$ cat src/rtl/nptf_pkg.sv
// Package for the nearest-point track follower.
// Holds widths shared by the interfaces, the distance unit and the top level.
// No dependencies.
`default_nettype none

package nptf_pkg;

  // Default coordinate width (signed, 8 fractional bits).
  localparam int unsigned COORD_BITS = 24;
  // Frame number width, fixed.
  localparam int unsigned FRAME_BITS = 24;
  // Squared distances saturate at this many bits.
  localparam int unsigned SAT_BITS   = 64;

endpackage : nptf_pkg

`default_nettype wire

$ cat src/rtl/nptf_cand_if.sv
// Candidate channel: valid/ready handshake carrying one 3-D candidate item.
// Depends on nptf_pkg for default widths.
`default_nettype none

interface nptf_cand_if #(
  parameter int unsigned CoordBits = nptf_pkg::COORD_BITS
);
  logic                                 valid;
  logic                                 ready;
  logic signed [CoordBits-1:0]          pos_x;
  logic signed [CoordBits-1:0]          pos_y;
  logic signed [CoordBits-1:0]          pos_z;
  logic        [nptf_pkg::FRAME_BITS-1:0] frame_number;
  logic                                 track_start;
  logic                                 frame_end;

  modport source (
    output valid, pos_x, pos_y, pos_z, frame_number, track_start, frame_end,
    input  ready
  );
  modport sink (
    input  valid, pos_x, pos_y, pos_z, frame_number, track_start, frame_end,
    output ready
  );
endinterface : nptf_cand_if

`default_nettype wire

$ cat src/rtl/nptf_chosen_if.sv
// Result channel: valid/ready handshake carrying the point chosen for a frame.
// Depends on nptf_pkg for default widths.
`default_nettype none

interface nptf_chosen_if #(
  parameter int unsigned CoordBits = nptf_pkg::COORD_BITS
);
  logic                                 valid;
  logic                                 ready;
  logic signed [CoordBits-1:0]          chosen_x;
  logic signed [CoordBits-1:0]          chosen_y;
  logic signed [CoordBits-1:0]          chosen_z;
  logic        [nptf_pkg::FRAME_BITS-1:0] chosen_frame;

  modport source (
    output valid, chosen_x, chosen_y, chosen_z, chosen_frame,
    input  ready
  );
  modport sink (
    input  valid, chosen_x, chosen_y, chosen_z, chosen_frame,
    output ready
  );
endinterface : nptf_chosen_if

`default_nettype wire

$ cat src/rtl/nptf_dist.sv
// Squared Euclidean distance of a candidate to the reference point.
// Three squares in parallel, sum saturating at 64 bits. Uses nptf_pkg.
`default_nettype none

module nptf_dist #(
  parameter int unsigned CoordBits = nptf_pkg::COORD_BITS,
  parameter int unsigned DistBits  = 2 * CoordBits + 2
) (
  input  wire logic signed [CoordBits-1:0] px_i,
  input  wire logic signed [CoordBits-1:0] py_i,
  input  wire logic signed [CoordBits-1:0] pz_i,
  input  wire logic signed [CoordBits-1:0] rx_i,
  input  wire logic signed [CoordBits-1:0] ry_i,
  input  wire logic signed [CoordBits-1:0] rz_i,
  output logic             [DistBits-1:0]  dist_o
);

  localparam int unsigned SqBits  = 2 * CoordBits;
  localparam int unsigned SumBits = SqBits + 2;
  // Wide enough to hold the saturation limit plus one.
  localparam int unsigned ExtBits = (SumBits > nptf_pkg::SAT_BITS) ? SumBits
                                    : nptf_pkg::SAT_BITS + 1;

  logic [CoordBits-1:0] mag_x, mag_y, mag_z;
  logic [SqBits-1:0]    sq_x, sq_y, sq_z;
  logic [ExtBits-1:0]   sum_ext;
  logic [ExtBits-1:0]   sat_lim;

  // |a - b| always fits CoordBits unsigned bits.
  function automatic logic [CoordBits-1:0] abs_diff(
    input logic signed [CoordBits-1:0] a,
    input logic signed [CoordBits-1:0] b
  );
    logic signed [CoordBits:0] d;
    d = {a[CoordBits-1], a} - {b[CoordBits-1], b};
    abs_diff = d[CoordBits] ? CoordBits'(-d) : d[CoordBits-1:0];
  endfunction

  always_comb begin
    mag_x   = abs_diff(px_i, rx_i);
    mag_y   = abs_diff(py_i, ry_i);
    mag_z   = abs_diff(pz_i, rz_i);
    sq_x    = SqBits'(mag_x) * SqBits'(mag_x);
    sq_y    = SqBits'(mag_y) * SqBits'(mag_y);
    sq_z    = SqBits'(mag_z) * SqBits'(mag_z);
    sum_ext = ExtBits'(sq_x) + ExtBits'(sq_y) + ExtBits'(sq_z);
    sat_lim = {{(ExtBits - nptf_pkg::SAT_BITS){1'b0}}, {nptf_pkg::SAT_BITS{1'b1}}};
    if (sum_ext > sat_lim) begin
      dist_o = '1;
    end else begin
      dist_o = sum_ext[DistBits-1:0];
    end
  end

endmodule : nptf_dist

`default_nettype wire

$ cat src/rtl/nearest_point_track_follow_top.sv
// Nearest-point track follower, top level.
// A candidate accepted into the input register is evaluated from it in the following cycle;
// a frame's result enters the output register as its frame-end item leaves the input register.
// Throughput: one candidate per cycle; the input stalls only when a frame-end item meets a full,
// unaccepted output register. Reset (rst_ni low, async) empties both stages, zeroes track state.
// Depends on nptf_pkg, nptf_cand_if, nptf_chosen_if and nptf_dist.
`default_nettype none

module nearest_point_track_follow_top #(
  parameter int unsigned COORD_BITS = nptf_pkg::COORD_BITS
) (
  input  wire logic     clk_i,
  input  wire logic     rst_ni,
  nptf_cand_if.sink     cand_i,
  nptf_chosen_if.source chosen_o
);

  // Distance width: full precision, capped at the 64-bit saturation width.
  localparam int unsigned DistBits = (2 * COORD_BITS + 2 > nptf_pkg::SAT_BITS)
                                     ? nptf_pkg::SAT_BITS : 2 * COORD_BITS + 2;
  localparam int unsigned FrameBits = nptf_pkg::FRAME_BITS;

  // ---------------------------------------------------------------------------
  // Input register
  // ---------------------------------------------------------------------------
  logic                        s1_valid_q;
  logic signed [COORD_BITS-1:0] s1_x_q, s1_y_q, s1_z_q;
  logic [FrameBits-1:0]        s1_frame_q;
  logic                        s1_start_q, s1_end_q;

  logic in_fire, s1_adv, s1_fire;

  // Track state: reference point, best candidate of the open frame.
  logic signed [COORD_BITS-1:0] ref_x_q, ref_y_q, ref_z_q;
  logic signed [COORD_BITS-1:0] best_x_q, best_y_q, best_z_q;
  logic [FrameBits-1:0]        best_frame_q;
  logic [DistBits-1:0]         best_dist_q;
  logic                        frame_open_q;

  // Output register
  logic                        out_valid_q;
  logic signed [COORD_BITS-1:0] out_x_q, out_y_q, out_z_q;
  logic [FrameBits-1:0]        out_frame_q;

  // A frame-end item may only leave the input register if the output slot is
  // free or being emptied this cycle. Other items never wait.
  assign s1_adv      = !s1_end_q || !out_valid_q || chosen_o.ready;
  assign s1_fire     = s1_valid_q && s1_adv;
  assign cand_i.ready = !s1_valid_q || s1_adv;
  assign in_fire     = cand_i.valid && cand_i.ready;

  always_ff @(posedge clk_i or negedge rst_ni) begin
    if (!rst_ni) begin
      s1_valid_q <= 1'b0;
    end else if (cand_i.ready) begin
      s1_valid_q <= cand_i.valid;
    end
  end

  always_ff @(posedge clk_i) begin
    if (in_fire) begin
      s1_x_q     <= cand_i.pos_x;
      s1_y_q     <= cand_i.pos_y;
      s1_z_q     <= cand_i.pos_z;
      s1_frame_q <= cand_i.frame_number;
      s1_start_q <= cand_i.track_start;
      s1_end_q   <= cand_i.frame_end;
    end
  end

  // ---------------------------------------------------------------------------
  // Evaluate: distance to reference, take/keep decision
  // ---------------------------------------------------------------------------
  logic [DistBits-1:0] cand_dist;

  nptf_dist #(
    .CoordBits (COORD_BITS),
    .DistBits  (DistBits)
  ) u_dist (
    .px_i   (s1_x_q),
    .py_i   (s1_y_q),
    .pz_i   (s1_z_q),
    .rx_i   (ref_x_q),
    .ry_i   (ref_y_q),
    .rz_i   (ref_z_q),
    .dist_o (cand_dist)
  );

  logic                         take;
  logic [DistBits-1:0]          dist_eff;
  logic signed [COORD_BITS-1:0] best_x_d, best_y_d, best_z_d;
  logic [FrameBits-1:0]         best_frame_d;
  logic [DistBits-1:0]          best_dist_d;

  always_comb begin
    // A track-start candidate counts only when it opens the frame, with
    // distance zero so nothing later in that frame displaces it.
    if (s1_start_q) begin
      dist_eff = '0;
      take     = !frame_open_q;
    end else begin
      dist_eff = cand_dist;
      take     = !frame_open_q || (cand_dist < best_dist_q);
    end
    if (take) begin
      best_x_d     = s1_x_q;
      best_y_d     = s1_y_q;
      best_z_d     = s1_z_q;
      best_frame_d = s1_frame_q;
      best_dist_d  = dist_eff;
    end else begin
      best_x_d     = best_x_q;
      best_y_d     = best_y_q;
      best_z_d     = best_z_q;
      best_frame_d = best_frame_q;
      best_dist_d  = best_dist_q;
    end
  end

  always_ff @(posedge clk_i or negedge rst_ni) begin
    if (!rst_ni) begin
      ref_x_q      <= '0;
      ref_y_q      <= '0;
      ref_z_q      <= '0;
      best_x_q     <= '0;
      best_y_q     <= '0;
      best_z_q     <= '0;
      best_frame_q <= '0;
      best_dist_q  <= '0;
      frame_open_q <= 1'b0;
    end else if (s1_fire) begin
      best_x_q     <= best_x_d;
      best_y_q     <= best_y_d;
      best_z_q     <= best_z_d;
      best_frame_q <= best_frame_d;
      best_dist_q  <= best_dist_d;
      if (s1_end_q) begin
        // Chosen point becomes the reference for the next frame.
        ref_x_q      <= best_x_d;
        ref_y_q      <= best_y_d;
        ref_z_q      <= best_z_d;
        frame_open_q <= 1'b0;
      end else begin
        frame_open_q <= 1'b1;
      end
    end
  end

  // ---------------------------------------------------------------------------
  // Output register
  // ---------------------------------------------------------------------------
  logic out_load;
  assign out_load = s1_fire && s1_end_q;

  always_ff @(posedge clk_i or negedge rst_ni) begin
    if (!rst_ni) begin
      out_valid_q <= 1'b0;
    end else if (out_load) begin
      out_valid_q <= 1'b1;
    end else if (chosen_o.ready) begin
      out_valid_q <= 1'b0;
    end
  end

  always_ff @(posedge clk_i) begin
    if (out_load) begin
      out_x_q     <= best_x_d;
      out_y_q     <= best_y_d;
      out_z_q     <= best_z_d;
      out_frame_q <= best_frame_d;
    end
  end

  assign chosen_o.valid        = out_valid_q;
  assign chosen_o.chosen_x     = out_x_q;
  assign chosen_o.chosen_y     = out_y_q;
  assign chosen_o.chosen_z     = out_z_q;
  assign chosen_o.chosen_frame = out_frame_q;

  // ---------------------------------------------------------------------------
  // Assertions
  // ---------------------------------------------------------------------------
  // Emitting a frame closes it.
  a_end_closes: assert property (@(posedge clk_i) disable iff (!rst_ni)
    out_load |=> !frame_open_q)
    else $error("frame still open after its result was loaded");

  // A new result only appears after a frame-end item was evaluated.
  a_out_source: assert property (@(posedge clk_i) disable iff (!rst_ni)
    $rose(out_valid_q) |-> $past(out_load))
    else $error("output became valid without a frame-end item");

  // A track-start candidate inside an open frame never changes the best.
  a_start_keeps: assert property (@(posedge clk_i) disable iff (!rst_ni)
    s1_fire && s1_start_q && frame_open_q |=>
      $stable(best_dist_q) && $stable(best_frame_q))
    else $error("late track-start candidate replaced the best one");

  // A held frame-end item never overwrites an unaccepted result.
  a_no_overwrite: assert property (@(posedge clk_i) disable iff (!rst_ni)
    out_valid_q && !chosen_o.ready |-> !out_load)
    else $error("pending result overwritten");

endmodule : nearest_point_track_follow_top

`default_nettype wire

$ cat src/flat_wrapper.sv
// flat-port wrapper written by rule: the top's interface ports become plain ports
module nearest_point_track_follow_top_flat 
#(
  parameter int unsigned COORD_BITS = nptf_pkg::COORD_BITS
)
  (clk_i, rst_ni, cand_i_valid, cand_i_pos_x, cand_i_pos_y, cand_i_pos_z, cand_i_frame_number, cand_i_track_start, cand_i_frame_end, cand_i_ready, chosen_o_valid, chosen_o_chosen_x, chosen_o_chosen_y, chosen_o_chosen_z, chosen_o_chosen_frame, chosen_o_ready);
  nptf_cand_if #(.CoordBits((nptf_pkg::COORD_BITS))) cand_i_i ();
  nptf_chosen_if #(.CoordBits((nptf_pkg::COORD_BITS))) chosen_o_i ();
  input  wire logic clk_i;
  input  wire logic rst_ni;
  input wire logic [$bits(cand_i_i.valid)-1:0] cand_i_valid;
  input wire logic [$bits(cand_i_i.pos_x)-1:0] cand_i_pos_x;
  input wire logic [$bits(cand_i_i.pos_y)-1:0] cand_i_pos_y;
  input wire logic [$bits(cand_i_i.pos_z)-1:0] cand_i_pos_z;
  input wire logic [$bits(cand_i_i.frame_number)-1:0] cand_i_frame_number;
  input wire logic [$bits(cand_i_i.track_start)-1:0] cand_i_track_start;
  input wire logic [$bits(cand_i_i.frame_end)-1:0] cand_i_frame_end;
  output wire logic [$bits(cand_i_i.ready)-1:0] cand_i_ready;
  output wire logic [$bits(chosen_o_i.valid)-1:0] chosen_o_valid;
  output wire logic [$bits(chosen_o_i.chosen_x)-1:0] chosen_o_chosen_x;
  output wire logic [$bits(chosen_o_i.chosen_y)-1:0] chosen_o_chosen_y;
  output wire logic [$bits(chosen_o_i.chosen_z)-1:0] chosen_o_chosen_z;
  output wire logic [$bits(chosen_o_i.chosen_frame)-1:0] chosen_o_chosen_frame;
  input wire logic [$bits(chosen_o_i.ready)-1:0] chosen_o_ready;
  assign cand_i_i.valid = cand_i_valid;
  assign cand_i_i.pos_x = cand_i_pos_x;
  assign cand_i_i.pos_y = cand_i_pos_y;
  assign cand_i_i.pos_z = cand_i_pos_z;
  assign cand_i_i.frame_number = cand_i_frame_number;
  assign cand_i_i.track_start = cand_i_track_start;
  assign cand_i_i.frame_end = cand_i_frame_end;
  assign cand_i_ready = cand_i_i.ready;
  assign chosen_o_valid = chosen_o_i.valid;
  assign chosen_o_chosen_x = chosen_o_i.chosen_x;
  assign chosen_o_chosen_y = chosen_o_i.chosen_y;
  assign chosen_o_chosen_z = chosen_o_i.chosen_z;
  assign chosen_o_chosen_frame = chosen_o_i.chosen_frame;
  assign chosen_o_i.ready = chosen_o_ready;
  nearest_point_track_follow_top #(.COORD_BITS(COORD_BITS)) u_core (.clk_i(clk_i), .rst_ni(rst_ni), .cand_i(cand_i_i), .chosen_o(chosen_o_i));
endmodule
$ cat config.mk
export PLATFORM = sky130hd
export DESIGN_NAME = nearest_point_track_follow_top_flat
export DESIGN_NICKNAME = d
export VERILOG_FILES = /design/src/rtl/nptf_pkg.sv /design/src/rtl/nptf_cand_if.sv /design/src/rtl/nptf_chosen_if.sv /design/src/rtl/nptf_dist.sv /design/src/rtl/nearest_point_track_follow_top.sv /design/src/flat_wrapper.sv
export SDC_FILE = /design/constraint.sdc
export NUM_CORES = 2
export LEC_CHECK = 0
export ABC_CLOCK_PERIOD_IN_PS = 34000
export BUFFER_PORTS_ARGS = -buffer_cell sky130_fd_sc_hd__buf_2
export CORE_MARGIN = 4
export CORE_UTILIZATION = 70
export CTS_BUF_LIST = sky130_fd_sc_hd__clkbuf_8
export DETAILED_ROUTE_END_ITERATION = 16
export PLACE_DENSITY = 0.88
export SLEW_MARGIN = 10
export SYNTH_ARGS = -nofsm -noshare
export SYNTH_HDL_FRONTEND = slang
export SYNTH_HIERARCHICAL = 1
export SYNTH_SLANG_ARGS = --single-unit
$ cat constraint.sdc
create_clock -name clk_i -period 34 [get_ports clk_i]
set_input_delay 5.1 -clock clk_i [delete_from_list [all_inputs] [get_ports clk_i]]
set_output_delay 5.1 -clock clk_i [all_outputs]
set_load 0.02 [all_outputs]
==> key figures <==
Worst setup path
  • Slowest stage cell, crit path: clkinv_1
  • Req. time, crit path: around 34 ns
  • FF-to-FF setup slack: around 16 ns
  • CP Buf/Inv Count: 11
  • R2r endpoint: u_core/chosen_o.chosen_y[2]$_DFFE_PP_
  • Critical path launch point type: flop
  • Worst-case reg-to-reg path depth: 51
  • Critical-path maximum fanout: 53
  • Crit Path Class: flop to flop
  • Worst R2R Start: u_core/s1_x_q[0]$_DFFE_PP_
  • Top Family by Delay on Critical Path: adder cells
  • Arr. time, crit path: approximately 18 ns
  • Most used cell along the critical path: fa_1
  • CP max stage delay: 0.89 ns
  • Worst setup EP type: flop

Final layout
  • Fin util: 74.4%
  • Layout cell share with drive strength beyond 1: under 10%
  • Max reg flops: 50
  • Reg with most FFs: u_core/best_dist_q
  • Flip-flop and latch area: around 0.011 mm^2
  • FILL cells: 6797
  • Final instance area: between 0.07 and 0.08 mm^2
  • Multi-input gate area: between 0.05 and 0.06 mm^2
  • Fin nets: 9490
  • Area Overhead vs Synth: 5.40%

STA
  • Layout Skew: ~0.07 ns
  • Final Hold Viols: 0
  • Tcrit/Tclk final: roughly 53%
  • Final setup fails: 0
  • Final hold slack: slightly above 0.5 ns
  • RSZ-0062 raised after global routing: no
  • Minimum clock period: between 15 and 20 ns
  • Max frequency: ~0.056 GHz
  • Slew @ Worst Pin: approximately 1.2 ns
  • Relative slew slack: a little under a fifth
  • Max Slew Vio Count: 0
  • Setup TNS: 0 ns

GRT
  • Grt ovf: 0
  • Total GRT Usage: 40.3%
  • Initial antenna violation count: 9
  • Largest net degree at the start of global routing: 91
  • First-pass GRT wire length: roughly 330 mm
  • Vias in the first global route: slightly below 60000

Clock tree
  • CTS tree: built
  • Clock Latency Late Sink: ~0.72 ns
  • Clock-pin slew on the worst setup and hold paths: ~0.07 ns
  • Clk sinks: slightly above 400
  • CTS resizes: 0
  • # hold bufs at CTS: 0
  • Number of buffers created by CTS: roughly 60
  • Worst-case clock buffer depth: 3
  • Clk root buf: clkbuf_8
  • Post-CTS Setup Bufs: 0
  • # H-tree levels: 2

Run status
  • Status: completed

Worst hold path
  • Hold Crit Start: u_core/best_dist_q[0]$_DFFE_PN0P_
  • WHS Path Cells: 1
  • Hold endpoint: u_core/best_dist_q[0]$_DFFE_PN0P_
  • Hold WC Path Type: flop to flop

Logic synthesis
  • Mean Syn Cell Area: between 9 and 10 um^2
  • Fraction of registers with async set/reset: a little over half
  • Ys Warns: 6
  • Commonest cells in the netlist: inv_1 (1777), fa_1 (1461), nand2_1 (672)
  • Mapped Nets: ~9400
  • Synth top area share: around two fifths
  • Cell taking the most area after synthesis: fa_1
  • Gate count after technology mapping: 7224
  • Predominant post-synthesis flop cell: dfrtp_1
  • Seq/Total Area, Yosys: 15.8%
  • Syn Std Cell Area: roughly 0.072 mm^2
  • Synth unique cells: just under 100
  • Area contributors post-synth: fa_1 (41%), ha_1 (10%), inv_1 (9.3%), edfxtp_1 (8.1%), dfrtp_1 (7.7%)
  • Most common cell in the synthesized netlist: inv_1
  • Post-synth EDFFs: about 190
  • Post-synthesis register bit count: about 420

Detailed routing
  • First-pass DRT Iterations: 8
  • DR iter-0 viols: roughly 5000
  • DRC viols: 0
  • WL/cell: approximately 24 um
  • Routed Antenna Nets: 0
  • Vias: ~53000
  • Post-Route WL: 209 mm
  • Via/cell ratio: between 6 and 7

Flow run
  • Max-Cap Viols: 0

Placement
  • Post-DP HPWL: roughly 170 mm
  • Placer Congestion: between 1 and 1.5
  • Dpl cell area: approximately 0.074 mm^2
  • I/O Buffers: between 150 and 200

Floorplan
  • Die area: between 0.1 and 0.15 mm^2
  • Die height: about 330 um
  • Initial Util: 70.6%
  • Row count: ~120
  • CORE AREA: 0.102 mm^2
  • I/O pins: 200
  • Die width: approximately 330 um
[placed cells by master, fill, tap and decap left out, types with 52 or more instances in the layout]
master    instances
a21o_1           83
a21oi_1         135
buf_2           198
buf_4           101
clkbuf_8         76
dfrtp_1         221
edfxtp_1        194
fa_1           1461
ha_1            585
inv_1          1802
mux2_2          228
mux2i_1          56
nand2_1         671
nand2b_1        105
nor2_1          670
o21ai_0          79
xnor2_1         109
xor2_1           52
[cells by family (layout without fill, tap and decap cells)]
logic type | count (synthesis) | after routing | share of synthesized area [%]
mux | 324 | 324 | 5.19
fa+ha+maj | 2048 | 2048 | 50.9
xor+xnor | 183 | 183 | 2.27
flops | 415 | 415 | 15.8
compound gates | 519 | 519 | 4.87
simple gates | 1693 | 1693 | 10.1
other cells | 0 | 3 | 0
buf+inv | 2042 | 2209 | 10.9
[per-layer routing]
metal | routed length, um | global-route usage [%] | up-vias
met5 | 64 | 0 | -
met4 | 19100 | 28.4 | 8
met3 | 24000 | 10.9 | 1035
met2 | 96400 | 64.1 | 3376
met1 | 69400 | 48.0 | 26600
li1 | - | - | 22200
[per-stage QoR]
stage,setup slack [ns],std cells
after CTS,16.38,8759
final,16.03,8762
after global routing,15.33,8760
after floorplan,20.39,7224
after global placement,16.86,8645
after detailed placement,16.54,8645
[worst max path at each step]
stage | slack, ns | start | cells after the start | end
6_report | 16.03 | u_core/s1_x_q[0]$_DFFE_PP_ | 51 | u_core/chosen_o.chosen_y[2]$_DFFE_PP_
5_1_grt | 15.33 | u_core/s1_x_q[0]$_DFFE_PP_ | 51 | u_core/chosen_o.chosen_y[2]$_DFFE_PP_
4_1_cts | 16.38 | u_core/s1_x_q[0]$_DFFE_PP_ | 51 | u_core/chosen_o.chosen_y[2]$_DFFE_PP_
3_5_place_dp | 16.54 | u_core/s1_x_q[0]$_DFFE_PP_ | 51 | u_core/chosen_o.chosen_y[4]$_DFFE_PP_
3_3_place_gp | 16.86 | u_core/s1_x_q[0]$_DFFE_PP_ | 51 | u_core/chosen_o.chosen_y[5]$_DFFE_PP_
2_1_floorplan | 20.39 | u_core/s1_y_q[5]$_DFFE_PP_ | 49 | u_core/chosen_o.chosen_x[0]$_DFFE_PP_
[layout make-up]
cell class,instances,area share [%]
multi-input combinational,4767,69.8
sequential,415,15.0
inverter,1795,8.90
timing repair buffer,300,2.33
tap,1368,2.26
clock buffer,76,1.38
clock inverter,38,0.317
antenna,3,0.00991
Power is left out: the tool's default activity adds up to more than one toggle a clock period on the data nets, which glitch-free logic cannot reach.
